`config.mk`:
```
export PLATFORM = sky130hd
export DESIGN_NAME = periodic_task_scheduler_rm_edf
export DESIGN_NICKNAME = d
export VERILOG_FILES = /design/src/rtl/ptsched_pkg.sv /design/src/rtl/ptsched_ram.sv /design/src/rtl/periodic_task_scheduler_rm_edf.sv
export SDC_FILE = /design/constraint.sdc
export NUM_CORES = 1
export LEC_CHECK = 0
export ABC_AREA = 0
export BUFFER_PORTS_ARGS = -buffer_cell sky130_fd_sc_hd__buf_2
export CAP_MARGIN = 5
export CORE_MARGIN = 10
export CORE_UTILIZATION = 55
export DETAILED_ROUTE_END_ITERATION = 8
export PLACE_DENSITY = 0.69
export SKIP_CTS_REPAIR_TIMING = 1
export SLEW_MARGIN = 20
export SYNTH_ARGS = -nofsm -noshare
export SYNTH_HDL_FRONTEND = slang
export SYNTH_HIERARCHICAL = 1
export SYNTH_SLANG_ARGS = --single-unit
```
`constraint.sdc`:
```
create_clock -name clk -period 15.7 [get_ports clk]
set_input_delay 3.14 -clock clk [delete_from_list [all_inputs] [get_ports clk]]
set_output_delay 3.14 -clock clk [all_outputs]
set_load 0.1 [all_outputs]
```
`src/rtl/ptsched_pkg.sv`:
```
// Shared types and constants of the periodic task scheduler.
// No dependencies; used by the top level through scoped names.
`timescale 1ns / 1ps
`default_nettype none

package ptsched_pkg;

  // Fixed field widths
  localparam int WORK_W  = 16;
  localparam int TIME_W  = 32;
  localparam int INDEX_W = 3;
  localparam int MASK_W  = 8;
  localparam int TCNT_W  = 4;
  localparam int DATA_W  = 32;
  localparam int ADDR_W  = 3;

  // Request kinds
  localparam logic [1:0] MODE_TICK    = 2'd0;
  localparam logic [1:0] MODE_LOAD    = 2'd1;
  localparam logic [1:0] MODE_RESTART = 2'd2;

  // Register indexes (taken from paddr[2])
  localparam logic REG_POLICY     = 1'b0;
  localparam logic REG_TASK_COUNT = 1'b1;

  // Time value after reset and after a restart
  localparam logic [TIME_W-1:0] TIME_START = 32'd1;

  // Sequencer states
  typedef enum logic [2:0] {
    S_IDLE,
    S_SCAN,
    S_SWEEP,
    S_RESTART,
    S_PUSH
  } state_t;

endpackage

`default_nettype wire

```
`src/rtl/ptsched_ram.sv`:
```
// Generic single-write, single-read synchronous RAM with registered read data.
// No dependencies.
`timescale 1ns / 1ps
`default_nettype none

module ptsched_ram #(
  parameter int WIDTH = 96,
  parameter int DEPTH = 8
) (
  input  wire                                        clk,
  input  wire                                        we,
  input  wire [((DEPTH > 1) ? $clog2(DEPTH) : 1)-1:0] waddr,
  input  wire [WIDTH-1:0]                            wdata,
  input  wire                                        re,
  input  wire [((DEPTH > 1) ? $clog2(DEPTH) : 1)-1:0] raddr,
  output logic [WIDTH-1:0]                           rdata
);

  logic [WIDTH-1:0] mem [DEPTH];

  // Write port and registered read port
  always_ff @(posedge clk) begin
    if (we) begin
      mem[waddr] <= wdata;
    end
    if (re) begin
      rdata <= mem[raddr];
    end
  end

endmodule

`default_nettype wire

```
`src/rtl/periodic_task_scheduler_rm_edf.sv`:
```
// Periodic task scheduler, rate monotonic or earliest deadline first.
// Depends on ptsched_pkg and ptsched_ram.
//
// Every request (tick, load, restart) gives exactly one result. The task
// table (period, work, work left, deadline, phase) sits in one RAM with a
// registered read, one row per task. A tick with n tasks in use runs a
// scan pass over the n rows that picks the task, then a read-modify-write
// sweep over them that runs it and counts the phases, then loads the
// result register and returns to idle to accept the next request. A load
// or an unused request goes straight to the result register, a restart
// after one sweep over every row (MAX_TASKS rows). A tick with no task in
// use goes straight to the result register.
// The result register lets a new request be accepted while the previous
// result is still stalled; the block only waits when a second result is
// ready before the first has been taken. Configuration is over an APB
// port, policy at 0x0 and task_count at 0x4.
`timescale 1ns / 1ps
`default_nettype none

module periodic_task_scheduler_rm_edf #(
  parameter int MAX_TASKS   = 8,
  parameter int PERIOD_BITS = 16
) (
  input  wire                               clk,
  input  wire                               rst,
  // APB configuration port
  input  wire                               psel,
  input  wire                               penable,
  input  wire                               pwrite,
  input  wire [ptsched_pkg::ADDR_W-1:0]     paddr,
  input  wire [ptsched_pkg::DATA_W-1:0]     pwdata,
  output logic [ptsched_pkg::DATA_W-1:0]    prdata,
  output logic                              pready,
  // Request channel
  input  wire                               req_valid,
  output logic                              req_stall,
  input  wire [1:0]                         mode,
  input  wire [ptsched_pkg::INDEX_W-1:0]    task_index,
  input  wire [ptsched_pkg::WORK_W-1:0]     task_period,
  input  wire [ptsched_pkg::WORK_W-1:0]     task_work,
  // Result channel
  output logic                              res_valid,
  input  wire                               res_stall,
  output logic                              ran_valid,
  output logic [ptsched_pkg::INDEX_W-1:0]   ran_index,
  output logic                              ran_completed,
  output logic [ptsched_pkg::WORK_W-1:0]    ran_work_left,
  output logic [ptsched_pkg::MASK_W-1:0]    missed_mask,
  output logic [ptsched_pkg::TIME_W-1:0]    tick_time
);

  localparam int P      = PERIOD_BITS;
  localparam int WW     = ptsched_pkg::WORK_W;
  localparam int TW     = ptsched_pkg::TIME_W;
  localparam int IDX_W  = (MAX_TASKS > 1) ? $clog2(MAX_TASKS) : 1;
  localparam int CNT_W  = $clog2(MAX_TASKS + 1);
  // Row layout: {period, work, work_left, deadline, phase}
  localparam int PH_LO  = 0;
  localparam int DL_LO  = P;
  localparam int WL_LO  = P + TW;
  localparam int WK_LO  = P + TW + WW;
  localparam int PD_LO  = P + TW + 2 * WW;
  localparam int ROW_W  = 2 * P + TW + 2 * WW;

  ptsched_pkg::state_t state, state_next;

  // Configuration registers
  logic                              policy;
  logic [ptsched_pkg::TCNT_W-1:0]    task_count;

  // Sequencer
  logic [CNT_W-1:0]  ctr;
  logic              pend;
  logic [CNT_W-1:0]  pend_idx;
  logic [CNT_W-1:0]  n_use;
  logic [CNT_W-1:0]  lim;
  logic [CNT_W-1:0]  last;
  logic              pass_end;
  logic              rd_en;
  logic              accept;
  logic              out_free;

  // Task table RAM
  logic              ram_we;
  logic [IDX_W-1:0]  ram_waddr;
  logic [ROW_W-1:0]  ram_wdata;
  logic [ROW_W-1:0]  rd_row;

  // Flags and time
  logic [MAX_TASKS-1:0] done;
  logic [TW-1:0]        now;

  // Pick of the current tick
  logic              found;
  logic [TW-1:0]     best;
  logic [IDX_W-1:0]  pick;

  // Result waiting for the result register
  logic                              hold_valid;
  logic                              hold_completed;
  logic [WW-1:0]                     hold_left;
  logic [ptsched_pkg::MASK_W-1:0]    hold_missed;
  logic [TW-1:0]                     hold_time;

  // Fields of the row coming out of the RAM
  logic [P-1:0]      r_period;
  logic [WW-1:0]     r_work;
  logic [WW-1:0]     r_left;
  logic [TW-1:0]     r_dl;
  logic [P-1:0]      r_phase;
  logic [IDX_W-1:0]  p_idx;

  // Sweep arithmetic for one row
  logic              is_pick;
  logic [WW-1:0]     wl_dec;
  logic              comp;
  logic [WW-1:0]     new_left;
  logic [TW-1:0]     new_dl;
  logic              done_mid;
  logic [P-1:0]      ph_inc;
  logic              bound;
  logic [P-1:0]      new_phase;
  logic [TW-1:0]     key;
  logic [ROW_W-1:0]  sweep_row;
  logic [ROW_W-1:0]  rewind_row;
  logic [ROW_W-1:0]  load_row;
  logic [P-1:0]      ld_period;
  logic              load_ok;

  assign pready    = 1'b1;
  assign req_stall = (state != ptsched_pkg::S_IDLE);
  assign accept    = req_valid && !req_stall;
  assign out_free  = !res_valid || !res_stall;

  // Register read-back
  always_comb begin
    if (paddr[2] == ptsched_pkg::REG_TASK_COUNT) begin
      prdata = {{(ptsched_pkg::DATA_W - ptsched_pkg::TCNT_W){1'b0}}, task_count};
    end else begin
      prdata = {{(ptsched_pkg::DATA_W - 1){1'b0}}, policy};
    end
  end

  // Tasks in use, clipped to the table size
  assign n_use = (32'(task_count) > MAX_TASKS) ? CNT_W'(MAX_TASKS) : CNT_W'(task_count);

  // Row field unpacking
  assign r_period = rd_row[PD_LO +: P];
  assign r_work   = rd_row[WK_LO +: WW];
  assign r_left   = rd_row[WL_LO +: WW];
  assign r_dl     = rd_row[DL_LO +: TW];
  assign r_phase  = rd_row[PH_LO +: P];
  assign p_idx    = pend_idx[IDX_W-1:0];

  // Scan key: period for rate monotonic, deadline for EDF
  assign key = policy ? r_dl : TW'(r_period);

  // One row of the sweep: run the picked task, then count its phase
  always_comb begin
    is_pick   = found && (p_idx == pick);
    wl_dec    = r_left - WW'(1);
    comp      = is_pick && (wl_dec == '0);
    new_left  = is_pick ? (comp ? r_work : wl_dec) : r_left;
    new_dl    = comp ? (r_dl + TW'(r_period)) : r_dl;
    done_mid  = comp || done[p_idx];
    ph_inc    = r_phase + P'(1);
    bound     = (ph_inc == r_period);
    new_phase = bound ? '0 : ph_inc;
    sweep_row = {r_period, r_work, new_left, new_dl, new_phase};
  end

  // Rows written by a restart and by a load
  assign rewind_row = {r_period, r_work, r_work, TW'(r_period), {P{1'b0}}};
  assign ld_period  = P'(task_period);
  assign load_row   = {ld_period, task_work, task_work, TW'(ld_period), {P{1'b0}}};
  assign load_ok    = (32'(task_index) < MAX_TASKS);

  // Next state, RAM control
  always_comb begin
    state_next = state;
    lim        = (state == ptsched_pkg::S_RESTART) ? CNT_W'(MAX_TASKS) : n_use;
    last       = lim - CNT_W'(1);
    pass_end   = pend && (pend_idx == last);
    rd_en      = 1'b0;
    ram_we     = 1'b0;
    ram_waddr  = p_idx;
    ram_wdata  = sweep_row;
    case (state)
      ptsched_pkg::S_IDLE: begin
        if (req_valid) begin
          case (mode)
            ptsched_pkg::MODE_TICK: begin
              state_next = (n_use == '0) ? ptsched_pkg::S_PUSH : ptsched_pkg::S_SCAN;
            end
            ptsched_pkg::MODE_LOAD: begin
              state_next = ptsched_pkg::S_PUSH;
              ram_we     = load_ok;
              ram_waddr  = IDX_W'(task_index);
              ram_wdata  = load_row;
            end
            ptsched_pkg::MODE_RESTART: begin
              state_next = ptsched_pkg::S_RESTART;
            end
            default: begin
              state_next = ptsched_pkg::S_PUSH;
            end
          endcase
        end
      end
      ptsched_pkg::S_SCAN: begin
        rd_en = (ctr < lim);
        if (pass_end) begin
          state_next = ptsched_pkg::S_SWEEP;
        end
      end
      ptsched_pkg::S_SWEEP: begin
        rd_en  = (ctr < lim);
        ram_we = pend;
        if (pass_end) begin
          state_next = ptsched_pkg::S_PUSH;
        end
      end
      ptsched_pkg::S_RESTART: begin
        rd_en     = (ctr < lim);
        ram_we    = pend;
        ram_wdata = rewind_row;
        if (pass_end) begin
          state_next = ptsched_pkg::S_PUSH;
        end
      end
      ptsched_pkg::S_PUSH: begin
        if (out_free) begin
          state_next = ptsched_pkg::S_IDLE;
        end
      end
      default: begin
        state_next = ptsched_pkg::S_IDLE;
      end
    endcase
  end

  // State register
  always_ff @(posedge clk) begin
    if (rst) begin
      state <= ptsched_pkg::S_IDLE;
    end else begin
      state <= state_next;
    end
  end

  ptsched_ram #(
    .WIDTH (ROW_W),
    .DEPTH (MAX_TASKS)
  ) u_table (
    .clk   (clk),
    .we    (ram_we),
    .waddr (ram_waddr),
    .wdata (ram_wdata),
    .re    (rd_en),
    .raddr (ctr[IDX_W-1:0]),
    .rdata (rd_row)
  );

  // Configuration writes
  always_ff @(posedge clk) begin
    if (rst) begin
      policy     <= 1'b0;
      task_count <= ptsched_pkg::TCNT_W'(1);
    end else if (psel && penable && pwrite && pready) begin
      if (paddr[2] == ptsched_pkg::REG_TASK_COUNT) begin
        task_count <= pwdata[ptsched_pkg::TCNT_W-1:0];
      end else begin
        policy <= pwdata[0];
      end
    end
  end

  // Pass counters and read pipeline tag
  always_ff @(posedge clk) begin
    if (rst) begin
      ctr  <= '0;
      pend <= 1'b0;
    end else begin
      if (accept || (state == ptsched_pkg::S_SCAN && pass_end)) begin
        ctr <= '0;
      end else if (rd_en) begin
        ctr <= ctr + CNT_W'(1);
      end
      pend <= rd_en;
    end
    pend_idx <= ctr;
  end

  // Done flags, time and the pick of a tick
  always_ff @(posedge clk) begin
    if (rst) begin
      done  <= '0;
      now   <= ptsched_pkg::TIME_START;
      found <= 1'b0;
    end else begin
      if (accept) begin
        found <= 1'b0;
        case (mode)
          ptsched_pkg::MODE_TICK: begin
            now <= now + TW'(1);
          end
          ptsched_pkg::MODE_LOAD: begin
            if (load_ok) begin
              done[IDX_W'(task_index)] <= 1'b0;
            end
          end
          ptsched_pkg::MODE_RESTART: begin
            done <= '0;
            now  <= ptsched_pkg::TIME_START;
          end
          default: begin
          end
        endcase
      end
      // Scan: keep the ready task with the smallest key
      if (state == ptsched_pkg::S_SCAN && pend && !done[p_idx] &&
          (!found || key < best)) begin
        found <= 1'b1;
        best  <= key;
        pick  <= p_idx;
      end
      // Sweep: completion sets done, a period boundary clears it
      if (state == ptsched_pkg::S_SWEEP && pend) begin
        done[p_idx] <= bound ? 1'b0 : done_mid;
      end
    end
  end

  // Result being built
  always_ff @(posedge clk) begin
    if (accept) begin
      hold_valid     <= 1'b0;
      hold_completed <= 1'b0;
      hold_left      <= '0;
      hold_missed    <= '0;
      hold_time      <= (mode == ptsched_pkg::MODE_TICK) ? now : '0;
    end
    if (state == ptsched_pkg::S_SWEEP && pend) begin
      if (is_pick) begin
        hold_valid     <= 1'b1;
        hold_completed <= comp;
        hold_left      <= comp ? '0 : wl_dec;
      end
      // Bits past the mask width fall off the shift
      if (bound && !done_mid) begin
        hold_missed <= hold_missed | (ptsched_pkg::MASK_W'(1) << pend_idx);
      end
    end
  end

  // Result register
  always_ff @(posedge clk) begin
    if (rst) begin
      res_valid <= 1'b0;
    end else if (state == ptsched_pkg::S_PUSH && out_free) begin
      res_valid <= 1'b1;
    end else if (!res_stall) begin
      res_valid <= 1'b0;
    end
    if (state == ptsched_pkg::S_PUSH && out_free) begin
      ran_valid     <= hold_valid;
      ran_index     <= hold_valid ? ptsched_pkg::INDEX_W'(pick) : '0;
      ran_completed <= hold_completed;
      ran_work_left <= hold_left;
      missed_mask   <= hold_missed;
      tick_time     <= hold_time;
    end
  end

`ifndef SYNTH
  // The scan pass only reads the table
  a_scan_no_write: assert property (@(posedge clk) disable iff (rst)
    (state == ptsched_pkg::S_SCAN) |-> !ram_we)
    else $error("table written during scan");

  // A picked task lies among the entries in use
  a_pick_in_use: assert property (@(posedge clk) disable iff (rst)
    (state == ptsched_pkg::S_SWEEP && found) |-> (CNT_W'(pick) < n_use))
    else $error("picked task outside the entries in use");

  // A tick advances time by one
  a_tick_time: assert property (@(posedge clk) disable iff (rst)
    (accept && mode == ptsched_pkg::MODE_TICK) |=> (now == $past(now) + TW'(1)))
    else $error("time did not advance on a tick");

  // A restart clears every done flag
  a_restart_clear: assert property (@(posedge clk) disable iff (rst)
    (accept && mode == ptsched_pkg::MODE_RESTART) |=> (done == '0))
    else $error("done flags survived a restart");

  // A finished result reaches the result register once the slot is free
  a_push: assert property (@(posedge clk) disable iff (rst)
    (state == ptsched_pkg::S_PUSH && out_free) |=> res_valid)
    else $error("result not presented");
`endif

endmodule

`default_nettype wire

```
==> results.json, run 1 <==
{
  "status": "finished, final reports clean",
  "global_route.usage.total_pct": 20.73,
  "timing_worst_slew_pin_value_ns": 1.054,
  "htree_num_levels": 3,
  "finalHoldViolCount": 0,
  "floorplan.core_area_um2": 80550,
  "timing.critical_path.from": "paddr[2]",
  "synth_compound_gate_area_share_pct": 3.844,
  "async_flop_share_pct": 0,
  "critical_path.most_common_cell": "sky130_fd_sc_hd__buf_2",
  "slowest_delay_ns": 0.42,
  "fin_hold_ws_ns": 0.3906,
  "timing.critical_path.required_ns": 12.56,
  "final.setup.tns_ns": 0,
  "critPathCaptureType": "primary output",
  "fmax_mhz": 141.9,
  "power_density_nw_per_um2": 136.0,
  "r2r-end": "u_table/mem[0][32]$_DFFE_PP_",
  "drc": 0,
  "netlist.area_leader.share_pct": 66.71,
  "timing.reg2reg.setup_slack_ns": 10.79,
  "rr_startpoint": "state[2]$_SDFFE_PP0P_",
  "fin_crit_sh_pct": 44.90,
  "antenna_found_initial": 2,
  "gr-total-overflow": 0,
  "largest_family_of_logic_cells_by_synthesized_area": "multiplexers",
  "vias_per_cell": 6.089,
  "io_count": 175,
  "drive_above_1_share_pct": 23.37,
  "crit_slowest_cell": "sky130_fd_sc_hd__buf_2",
  "clock_sink_count": 1077,
  "post-synth-top-count-cell": "sky130_fd_sc_hd__edfxtp_1",
  "finalSetupViolCount": 0,
  "seq_area_frac_synth_pct": 70.52,
  "fp-row-count": 104,
  "path_delay_family": "buffers and inverters",
  "timing_worst_setup_path_type": "input pin to primary output",
  "gpl.final_weighted_congestion": 0.8359,
  "route.antenna.remaining_nets": 0,
  "cts-root-to-sink-buffers": 3,
  "clkLatencyLatePin_ns": 0.67,
  "synth_xor_area_share_pct": 1.824,
  "r2r.worst_path.cells": 10,
  "ctsRootBufferMaster": "sky130_fd_sc_hd__clkbuf_16",
  "maxCapViolCount": 0,
  "hp-class": "flop to flop",
  "startpoint_type": "input pin",
  "die_h_um": 304.9,
  "detailedRoute.firstPassIterationCount": 5,
  "synth_top_area_cell": "sky130_fd_sc_hd__edfxtp_1",
  "netlist_area_um2": 44660,
  "timing.hold.worst.start": "ctr[3]$_SDFFE_PP0P_",
  "syn-instance-count": 2620,
  "synthesis.area_per_instance_um2": 17.04,
  "ys.flop_type": "sky130_fd_sc_hd__edfxtp_1",
  "yosys-top-cells-area": "sky130_fd_sc_hd__edfxtp_1, sky130_fd_sc_hd__mux4_2, sky130_fd_sc_hd__dfxtp_1, sky130_fd_sc_hd__mux2_2, sky130_fd_sc_hd__nand2_1",
  "yosys.area_share.simple_pct": 6.531,
  "slew_limit_fails": 0,
  "yosysWarningCount": 6,
  "synth_enable_flop_cells": 992,
  "critPathBufInv": 2,
  "clock_skew_ns": 0.01528,
  "clk_pin_slew_ns": 0.06,
  "synth_fa_ha_area_share_pct": 1.698,
  "worst-path-max-fanout": 7,
  "area_growth_syn_to_layout_pct": 11.51,
  "netlist_top_cells_count": "sky130_fd_sc_hd__edfxtp_1, sky130_fd_sc_hd__nand2_1, sky130_fd_sc_hd__mux4_2, sky130_fd_sc_hd__mux2_2, sky130_fd_sc_hd__nor2_1",
  "die_w_um": 304.9,
  "rsz0062_at_grt": "no",
  "utilization_pct": 61.82,
  "min_delay_path_depth": 0,
  "layout.nets": 2894,
  "design_power_total_mw": 6.772,
  "portBuffers": 115,
  "vdd_ir_drop_max_v": 0.0001039,
  "via_count_of_the_first_global_routing_pass": 24640,
  "tritoncts": "built",
  "drt_iter0_markers": 2202,
  "crit_chain": "buf_2 > mux2_2 > buf_2",
  "route.vias.total": 23780,
  "synth.mux.area_fraction_pct": 13.03,
  "post_dp_cell_area_um2": 46160,
  "design.die.area_um2": 92990,
  "grt_first_pass_wirelength_mm": 149.7,
  "initial_util_pct": 55.44,
  "totalWireLength_mm": 96.83,
  "hpwl_mm": 54.90,
  "min_delay_worst_endpoint": "pend_idx[3]$_DFF_P_",
  "drt-wirelength-per-cell_um": 24.79,
  "yosys.cell_types.count": 83,
  "period_needed_ns": 7.049,
  "p_leak_nw": 16.29,
  "finish.instance_area_um2": 49800,
  "grt_start_max_net_pins": 138,
  "slew-limit-headroom_pct": 29.77,
  "postSynthRegisterBits": 1077,
  "cts_made_buffers": 108,
  "critPathArrivalTime_ns": 3.91
}
report_power, final:
part           internal, mW  leakage, nW  switching (mW)
Sequential             3.34         9.74          0.0827
Clock                  1.50         1.77            1.07
Combinational         0.241         4.78           0.540
Total                  5.08         16.3            1.69
cell type report:
| type | count | area, um2 |
|---|---|---|
| diodes | 1 | 2.502 |
| clock buffers | 138 | 2958 |
| clock inverters | 62 | 628.1 |
| fillers | 5733 | 30750 |
| inverters | 58 | 217.7 |
| multi-input cells | 1355 | 12250 |
| flip-flops and latches | 1077 | 31500 |
| well taps | 1060 | 1326 |
| repair buffers | 155 | 912.1 |
placed cells by master, fill, tap and decap left out, types with 37 or more instances in the layout:
cell type,netlist,routed
sky130_fd_sc_hd__edfxtp_1,992,992
sky130_fd_sc_hd__buf_4,32,37
sky130_fd_sc_hd__and2_1,61,60
sky130_fd_sc_hd__xnor2_1,56,56
sky130_fd_sc_hd__a21oi_1,65,64
sky130_fd_sc_hd__clkbuf_16,0,110
sky130_fd_sc_hd__inv_1,57,57
sky130_fd_sc_hd__nand3_1,58,58
sky130_fd_sc_hd__dfxtp_1,85,82
sky130_fd_sc_hd__nand2_1,205,204
sky130_fd_sc_hd__buf_2,15,115
sky130_fd_sc_hd__mux4_2,194,194
sky130_fd_sc_hd__nor2_1,98,92
sky130_fd_sc_hd__mux2_2,112,112
sky130_fd_sc_hd__o21ai_0,81,81
sky130_fd_sc_hd__ha_1,59,58
through the flow:
step	setup WS (ns)	cells
floorplan	3.415	2647
global placement	8.143	3704
detailed placement	8.124	3704
CTS	8.646	3904
global route	8.606	3905
finish	8.651	3906
routing by layer:
metal	vias up	share of wire [%]	global-route usage [%]
li1	10490	-	-
met1	12180	40	27.30
met2	917	50	35.38
met3	192	7.1	3.098
met4	0	2.8	6.249
met5	-	0	0
worst reg2reg max path: cells and delay by family, from the launching register on:
| family | cells | cell delay, ns |
|---|---|---|
| flops | 1 | 0.43 |
| simple gates | 4 | 1.08 |
| buf+inv | 5 | 2.71 |
| compound gates | 1 | 0.26 |
cell families (layout without fill, tap and decap cells):
kind of cell,Yosys count,count (layout)
AOI/OAI and AO/OA,269,269
buffers and inverters,215,413
and+or+nand+nor,583,583
DFF,1077,1077
muxes,325,325
xor gates and xnor gates,89,89
other,2,30
adders and majority gates,60,60
flip-flops by register name, summed over array words and instances, names as in the netlist, 4 cells and up:
signal,cells
missed_mask,8
hold_missed,8
task_count,4
pend_idx,4
u_table/rdata,96
hold_time,32
u_table/mem,768
tick_time,32
done,8
best,32
now,32
hold_left,16
ran_work_left,16
ctr,4
worst max-delay path by stage:
stage,end,slack [ns],depth (start not counted)
3_3_place_gp,u_table/mem[0][33]$_DFFE_PP_,8.14,11
4_1_cts,prdata[0],8.65,3
2_1_floorplan,u_table/mem[0][0]$_DFFE_PP_,3.42,9
3_5_place_dp,u_table/mem[0][33]$_DFFE_PP_,8.12,11
5_1_grt,u_table/mem[0][32]$_DFFE_PP_,8.61,11
6_report,prdata[0],8.65,3
Power figures use the tool's default switching activity.
==> run 2: changes to the inputs <==
==> constraint.sdc (replaced) <==
create_clock -name clk -period 6.7 [get_ports clk]
set_input_delay 1.34 -clock clk [delete_from_list [all_inputs] [get_ports clk]]
set_output_delay 1.34 -clock clk [all_outputs]
set_load 0.1 [all_outputs]
==> results.json, run 2 (synthesis gave the netlist of run 1 again) <==
{
  "pre_cts_ws_ns": 1.220,
  "grt_start_max_net_pins": 147,
  "grt_first_pass_wirelength_mm": 149.3,
  "fin_crit_sh_pct": 73.22,
  "path_delay_family": "compound AO/OA/AOI/OAI gates",
  "route.antenna.remaining_nets": 0,
  "layout.nets": 2899,
  "vias_per_cell": 6.095,
  "timing.critical_path.required_ns": 7.06,
  "slew-limit-headroom_pct": 19.94,
  "registers.top_by_ff_count": "u_table/mem",
  "die_w_um": 304.9,
  "met2RoutedLength_mm": 47.65,
  "global_route.usage.total_pct": 20.61,
  "maxCapViolCount": 0,
  "finalSetupViolCount": 0,
  "clock_skew_ns": 0.03297,
  "p_leak_nw": 16.28,
  "design.die.area_um2": 92990,
  "crit_chain": "ha_1 > a2111oi_0 > o21ai_0 > a41oi_1 > o22ai_1 > a221oi_1 > a2bb2oi_2 > o21ai_0 > a21oi_1",
  "route.vias.total": 23840,
  "drc": 0,
  "fmax_mhz": 203.8,
  "drt-wirelength-per-cell_um": 24.64,
  "sequentialPowerShare_pct": 50.8,
  "via_count_of_the_first_global_routing_pass": 24730,
  "vdd_ir_drop_max_v": 0.0002919,
  "clock_sink_count": 1077,
  "hpwl_mm": 55.77,
  "pint_mw": 11.82,
  "slowest_delay_ns": 0.72,
  "clockPowerShare_pct": 37.6,
  "tritoncts": "built",
  "floorplan.core_area_um2": 80550,
  "cts-root-to-sink-buffers": 3,
  "critical_path.most_common_cell": "sky130_fd_sc_hd__o21ai_0",
  "rsz0062_at_grt": "no",
  "drive_above_1_share_pct": 23.34,
  "fillCellCount": 5672,
  "drt_iter0_markers": 2152,
  "layout_setup_ws_ns": 1.794,
  "hp-class": "flop to flop",
  "startpoint_type": "flop",
  "detailedRoute.firstPassIterationCount": 5,
  "cts_made_buffers": 106,
  "gr-total-overflow": 0,
  "area_growth_syn_to_layout_pct": 11.76,
  "largest_register_ff_count": 768,
  "htree_num_levels": 3,
  "met3RoutedLength_mm": 7.111,
  "total_routed_wire_length_on_the_met1_layer_mm": 39.36,
  "status": "finished, final reports clean",
  "fp-row-count": 104,
  "slew_limit_fails": 0,
  "crit_slowest_cell": "sky130_fd_sc_hd__a221oi_1",
  "timing_worst_slew_pin_value_ns": 1.201,
  "io_count": 175,
  "die_h_um": 304.9,
  "routed.top_layer": "met5",
  "gpl.final_weighted_congestion": 0.8492,
  "largest_registers": "u_table/mem x768, u_table/rdata x96",
  "power_switching_mw": 3.946,
  "share_comb_of_total_power_pct": 11.6,
  "critPathArrivalTime_ns": 5.27,
  "utilization_pct": 61.96,
  "switching_share_pct": 25.02,
  "period_needed_ns": 4.906,
  "critPathBufInv": 0,
  "totalWireLength_mm": 96.38,
  "initial_util_pct": 55.44,
  "clkLatencyLatePin_ns": 0.68,
  "portBuffers": 115,
  "mostFrequentLayoutCells": "sky130_fd_sc_hd__edfxtp_1, sky130_fd_sc_hd__nand2_1, sky130_fd_sc_hd__mux4_2",
  "antenna_found_initial": 4,
  "power_density_nw_per_um2": 316.0,
  "clk_pin_slew_ns": 0.06,
  "worst-path-max-fanout": 16,
  "timing_worst_setup_path_type": "flop to flop",
  "ctsRootBufferMaster": "sky130_fd_sc_hd__clkbuf_16",
  "fin_hold_ws_ns": 0.4178,
  "layout.cells.most_common": "sky130_fd_sc_hd__edfxtp_1",
  "critPathCaptureType": "flop",
  "finalHoldViolCount": 0
}
-- run 2: worst paths after layout --
path / start / endpoint / slack (ns) / cells past startpoint
worst max-delay path: u_table/rdata[86]$_DFFE_PP_ / u_table/mem[2][45]$_DFFE_PP_ / 1.79 / 9
worst min register to register: hold_time[16]$_SDFFCE_PN0P_ / tick_time[16]$_DFFE_PP_ / 0.42 / 0
worst max register to register: u_table/rdata[86]$_DFFE_PP_ / u_table/mem[2][45]$_DFFE_PP_ / 1.79 / 9
worst min-delay path: hold_time[16]$_SDFFCE_PN0P_ / tick_time[16]$_DFFE_PP_ / 0.42 / 0
-- run 2: layer usage --
layer / vias up / global-route usage [%]
met3: 155 / 3.354
met1: 12230 / 27.98
li1: 10500 / -
met2: 954 / 34.14
met5: - / 0
met4: 2 / 5.976
-- run 2: area by class of cell --
cell class | instances | area (um2) | area share [%]
sequential | 1077 | 31500 | 63.12
multi-input combinational | 1355 | 12260 | 24.56
clock buffer | 142 | 2934 | 5.879
tap | 1060 | 1326 | 2.658
timing repair buffer | 162 | 1061 | 2.126
clock inverter | 55 | 605.6 | 1.213
inverter | 58 | 217.7 | 0.4362
antenna | 2 | 5.005 | 0.01003
-- run 2: through the flow --
stage / power [mW] / cell area (um2) / setup TNS, ns / instances
floorplan: 9.551 / 44780 / -860.43 / 2647
global placement: 9.914 / 46320 / 0 / 3711
detailed placement: 9.981 / 46320 / 0 / 3711
CTS: 15.89 / 49860 / 0 / 3908
global route: 16.33 / 49910 / 0 / 3911
finish: 15.77 / 49910 / 0 / 3911
-- run 2: power by group through the flow --
stage / clock, mW / combinational, mW / sequential [mW]
2_1_floorplan: 0 / 1.17 / 8.38
3_3_place_gp: 0 / 1.78 / 8.14
3_5_place_dp: 0 / 1.83 / 8.15
4_1_cts: 6.04 / 1.84 / 8.01
5_1_grt: 6.32 / 1.98 / 8.03
6_report: 5.93 / 1.83 / 8.01
==> run 3: changes to the inputs <==
--- a/config.mk
+++ b/config.mk
@@ -5,13 +5,13 @@
 export SDC_FILE = /design/constraint.sdc
 export NUM_CORES = 1
 export LEC_CHECK = 0
-export ABC_AREA = 0
+export ABC_AREA = 1
 export BUFFER_PORTS_ARGS = -buffer_cell sky130_fd_sc_hd__buf_2
 export CAP_MARGIN = 5
 export CORE_MARGIN = 10
 export CORE_UTILIZATION = 55
 export DETAILED_ROUTE_END_ITERATION = 8
-export PLACE_DENSITY = 0.69
+export PLACE_DENSITY = 0.72
 export SKIP_CTS_REPAIR_TIMING = 1
 export SLEW_MARGIN = 20
 export SYNTH_ARGS = -nofsm -noshare
==> constraint.sdc (replaced) <==
create_clock -name clk -period 4.45 [get_ports clk]
set_input_delay 0.89 -clock clk [delete_from_list [all_inputs] [get_ports clk]]
set_output_delay 0.89 -clock clk [all_outputs]
set_load 0.1 [all_outputs]
==> results.json, run 3 <==
{
  "floorplan.core_area_um2": 91390,
  "critPathBufInv": 1,
  "grt_first_pass_wirelength_mm": 191.3,
  "stdcell_count": 6673,
  "p_leak_nw": 24.54,
  "die_h_um": 322.8,
  "fillCellCount": 7277,
  "drt_iter0_markers": 3366,
  "layout.nets": 5534,
  "totalWireLength_mm": 122.9,
  "worst-path-max-fanout": 22,
  "critPathCaptureType": "flop",
  "period_needed_ns": 3.645,
  "via_count_of_the_first_global_routing_pass": 34110,
  "post-synth-top-count-cell": "sky130_fd_sc_hd__nand2_1",
  "area.sequential_um2": 31500,
  "htree_num_levels": 3,
  "critical_path.most_common_cell": "sky130_fd_sc_hd__nand2_1",
  "rr_startpoint": "u_table/rdata[48]$_DFFE_PP_",
  "async_flop_share_pct": 0,
  "timing.critical_path.from": "u_table/rdata[48]$_DFFE_PP_",
  "cts-root-to-sink-buffers": 3,
  "finish.instance_area_um2": 55550,
  "antenna_found_initial": 1,
  "ctsRootBufferMaster": "sky130_fd_sc_hd__clkbuf_16",
  "placed_cells_incl_taps": 6471,
  "mostFrequentLayoutCells": "sky130_fd_sc_hd__nand2_1, sky130_fd_sc_hd__inv_1, sky130_fd_sc_hd__edfxtp_1",
  "io_count": 175,
  "timing_worst_setup_path_type": "flop to flop",
  "layout_setup_ws_ns": 0.8046,
  "layout.cells.most_common": "sky130_fd_sc_hd__nand2_1",
  "postSynthRegisterBits": 1077,
  "largest_register_ff_count": 768,
  "netlist_area_um2": 50440,
  "netlist_top_cells_count": "sky130_fd_sc_hd__nand2_1, sky130_fd_sc_hd__inv_1, sky130_fd_sc_hd__edfxtp_1, sky130_fd_sc_hd__nand3_1, sky130_fd_sc_hd__nor2_1",
  "route.antenna.remaining_nets": 0,
  "design.die.area_um2": 104200,
  "drc": 0,
  "yosys-top-cells-area": "sky130_fd_sc_hd__edfxtp_1, sky130_fd_sc_hd__nand2_1, sky130_fd_sc_hd__inv_1, sky130_fd_sc_hd__nand3_1, sky130_fd_sc_hd__dfxtp_1",
  "vdd_ir_drop_max_v": 0.0007036,
  "crit_chain": "inv_2 > ha_1 > nand3_2 > nor2_4 > nand2_1 > nand2_1 > nand2_1 > nor2_1 > nand3_1 > nor2_2 > nand2_2 > nor2_2 > nand2_1 > nand2_1 > nand2_1 > nor2_1",
  "synthesis.area_per_instance_um2": 9.490,
  "initial_util_pct": 55.19,
  "yosys.cell_types.count": 58,
  "area_growth_syn_to_layout_pct": 10.15,
  "portBuffers": 115,
  "startpoint_type": "flop",
  "timing.reg2reg.setup_slack_ns": 0.80,
  "syn-instance-count": 5315,
  "drive_above_1_share_pct": 7.601,
  "drt-wirelength-per-cell_um": 18.42,
  "power_density_nw_per_um2": 629.4,
  "die_w_um": 322.8,
  "fmax_mhz": 274.3,
  "maxCapViolCount": 0,
  "hpwl_mm": 72.09,
  "fp-row-count": 111,
  "largest_registers": "u_table/mem x768, u_table/rdata x96",
  "clock_sink_count": 1077,
  "synth_top_area_cell": "sky130_fd_sc_hd__edfxtp_1",
  "fin_crit_sh_pct": 81.92,
  "critPathArrivalTime_ns": 4.07,
  "slowest_delay_ns": 0.46,
  "clock_skew_ns": 0.02989,
  "utilization_pct": 60.79,
  "pre_cts_ws_ns": 0.8861,
  "seq_area_frac_synth_pct": 62.43,
  "r2r.worst_path.cells": 16,
  "post_dp_cell_area_um2": 52020,
  "crit_path_end": "u_table/mem[3][39]$_DFFE_PP_",
  "yosysWarningCount": 6,
  "crit_cells": 16,
  "gpl.final_weighted_congestion": 0.9354,
  "clkLatencyLatePin_ns": 0.71,
  "grt_start_max_net_pins": 194,
  "timing_worst_slew_pin_value_ns": 1.081,
  "hp-class": "flop to flop",
  "rsz0062_at_grt": "no",
  "status": "finished, final reports clean",
  "finalHoldViolCount": 0,
  "registers.top_by_ff_count": "u_table/mem",
  "vias_per_cell": 5.361,
  "crit_slowest_cell": "sky130_fd_sc_hd__edfxtp_1",
  "gr-total-overflow": 0,
  "detailedRoute.firstPassIterationCount": 6,
  "r2r-end": "u_table/mem[3][39]$_DFFE_PP_",
  "clk_pin_slew_ns": 0.06,
  "cts_made_buffers": 108,
  "tritoncts": "built",
  "finalSetupViolCount": 0,
  "slew_limit_fails": 0,
  "synth_enable_flop_cells": 992,
  "path_delay_family": "simple AND/OR/NAND/NOR gates",
  "route.vias.total": 35770,
  "multi_input_area_um2": 13720,
  "ys.flop_type": "sky130_fd_sc_hd__edfxtp_1",
  "global_route.usage.total_pct": 23.36,
  "slew-limit-headroom_pct": 27.16,
  "netlist.area_leader.share_pct": 59.06,
  "timing.critical_path.required_ns": 4.87
}
run 3: cells by family after synthesis:
kind of cell / after synthesis / synth area share (%)
xor+xnor: 26 / 0.4515
other cells: 2 / 0.01489
flops: 1077 / 62.43
buf+inv: 1286 / 10.73
compound gates: 364 / 4.170
fa+ha+maj: 60 / 1.503
simple gates: 2500 / 20.69
run 3: final cells by class:
cell class	count	area share [%]
repair buffers	170	2.365
clock buffers	130	5.031
multi-input cells	2979	24.69
clock inverters	71	1.333
inverters	1059	7.200
well taps	1186	2.671
diodes	1	0.004504
flip-flops and latches	1077	56.71
run 3: power breakdown:
group          leakage (nW)  switching (mW)  internal (mW)  total, mW
Combinational          13.1            8.48           2.70       11.2
Clock                  1.72            3.85           5.24       9.09
Sequential             9.72           0.852           13.8       14.7
Total                  24.5            13.2           21.8       35.0
run 3: worst min-delay path by stage:
stage / startpoint / endpoint / slack (ns) / cells after the start
floorplan: ctr[3]$_SDFFE_PP0P_ / pend_idx[3]$_DFF_P_ / 0.36 / 0
detailed placement: ctr[3]$_SDFFE_PP0P_ / pend_idx[3]$_DFF_P_ / 0.38 / 0
CTS: pwdata[0] / task_count[0]$_SDFFE_PP1P_ / 0.39 / 3
finish: ctr[3]$_SDFFE_PP0P_ / pend_idx[3]$_DFF_P_ / 0.40 / 0
global placement: ctr[3]$_SDFFE_PP0P_ / pend_idx[3]$_DFF_P_ / 0.38 / 0
global route: pwdata[2] / task_count[2]$_SDFFE_PP0P_ / 0.41 / 3
run 3: per-layer routing:
layer | vias to the layer above | global-route usage, % | share of wire (%)
li1 | 17100 | - | -
met1 | 16930 | 31.15 | 41
met2 | 1497 | 38.71 | 48
met3 | 246 | 3.618 | 8.6
met4 | 0 | 8.185 | 2.9
met5 | - | 0 | 0
run 3: stage by stage:
step | hold WS [ns] | TNS, ns | power, mW
5_1_grt | 0.4064 | 0 | 36.77
2_1_floorplan | 0.3552 | -568.02 | 22.80
6_report | 0.3954 | 0 | 34.97
3_5_place_dp | 0.3844 | 0 | 25.86
4_1_cts | 0.3851 | 0 | 34.94
3_3_place_gp | 0.3844 | 0 | 25.61
run 3: worst register-to-register path: stages, from the launching register on:
cell                       delay [ns]
sky130_fd_sc_hd__edfxtp_1        0.46
sky130_fd_sc_hd__inv_2           0.13
sky130_fd_sc_hd__ha_1            0.21
sky130_fd_sc_hd__nand3_2         0.18
sky130_fd_sc_hd__nor2_4          0.17
sky130_fd_sc_hd__nand2_1         0.06
sky130_fd_sc_hd__nand2_1         0.05
sky130_fd_sc_hd__nand2_1         0.11
sky130_fd_sc_hd__nor2_1          0.19
sky130_fd_sc_hd__nand3_1         0.11
sky130_fd_sc_hd__nor2_2          0.11
sky130_fd_sc_hd__nand2_2         0.42
sky130_fd_sc_hd__nor2_2          0.38
sky130_fd_sc_hd__nand2_1         0.20
sky130_fd_sc_hd__nand2_1         0.10
sky130_fd_sc_hd__nand2_1         0.05
sky130_fd_sc_hd__nor2_1          0.43
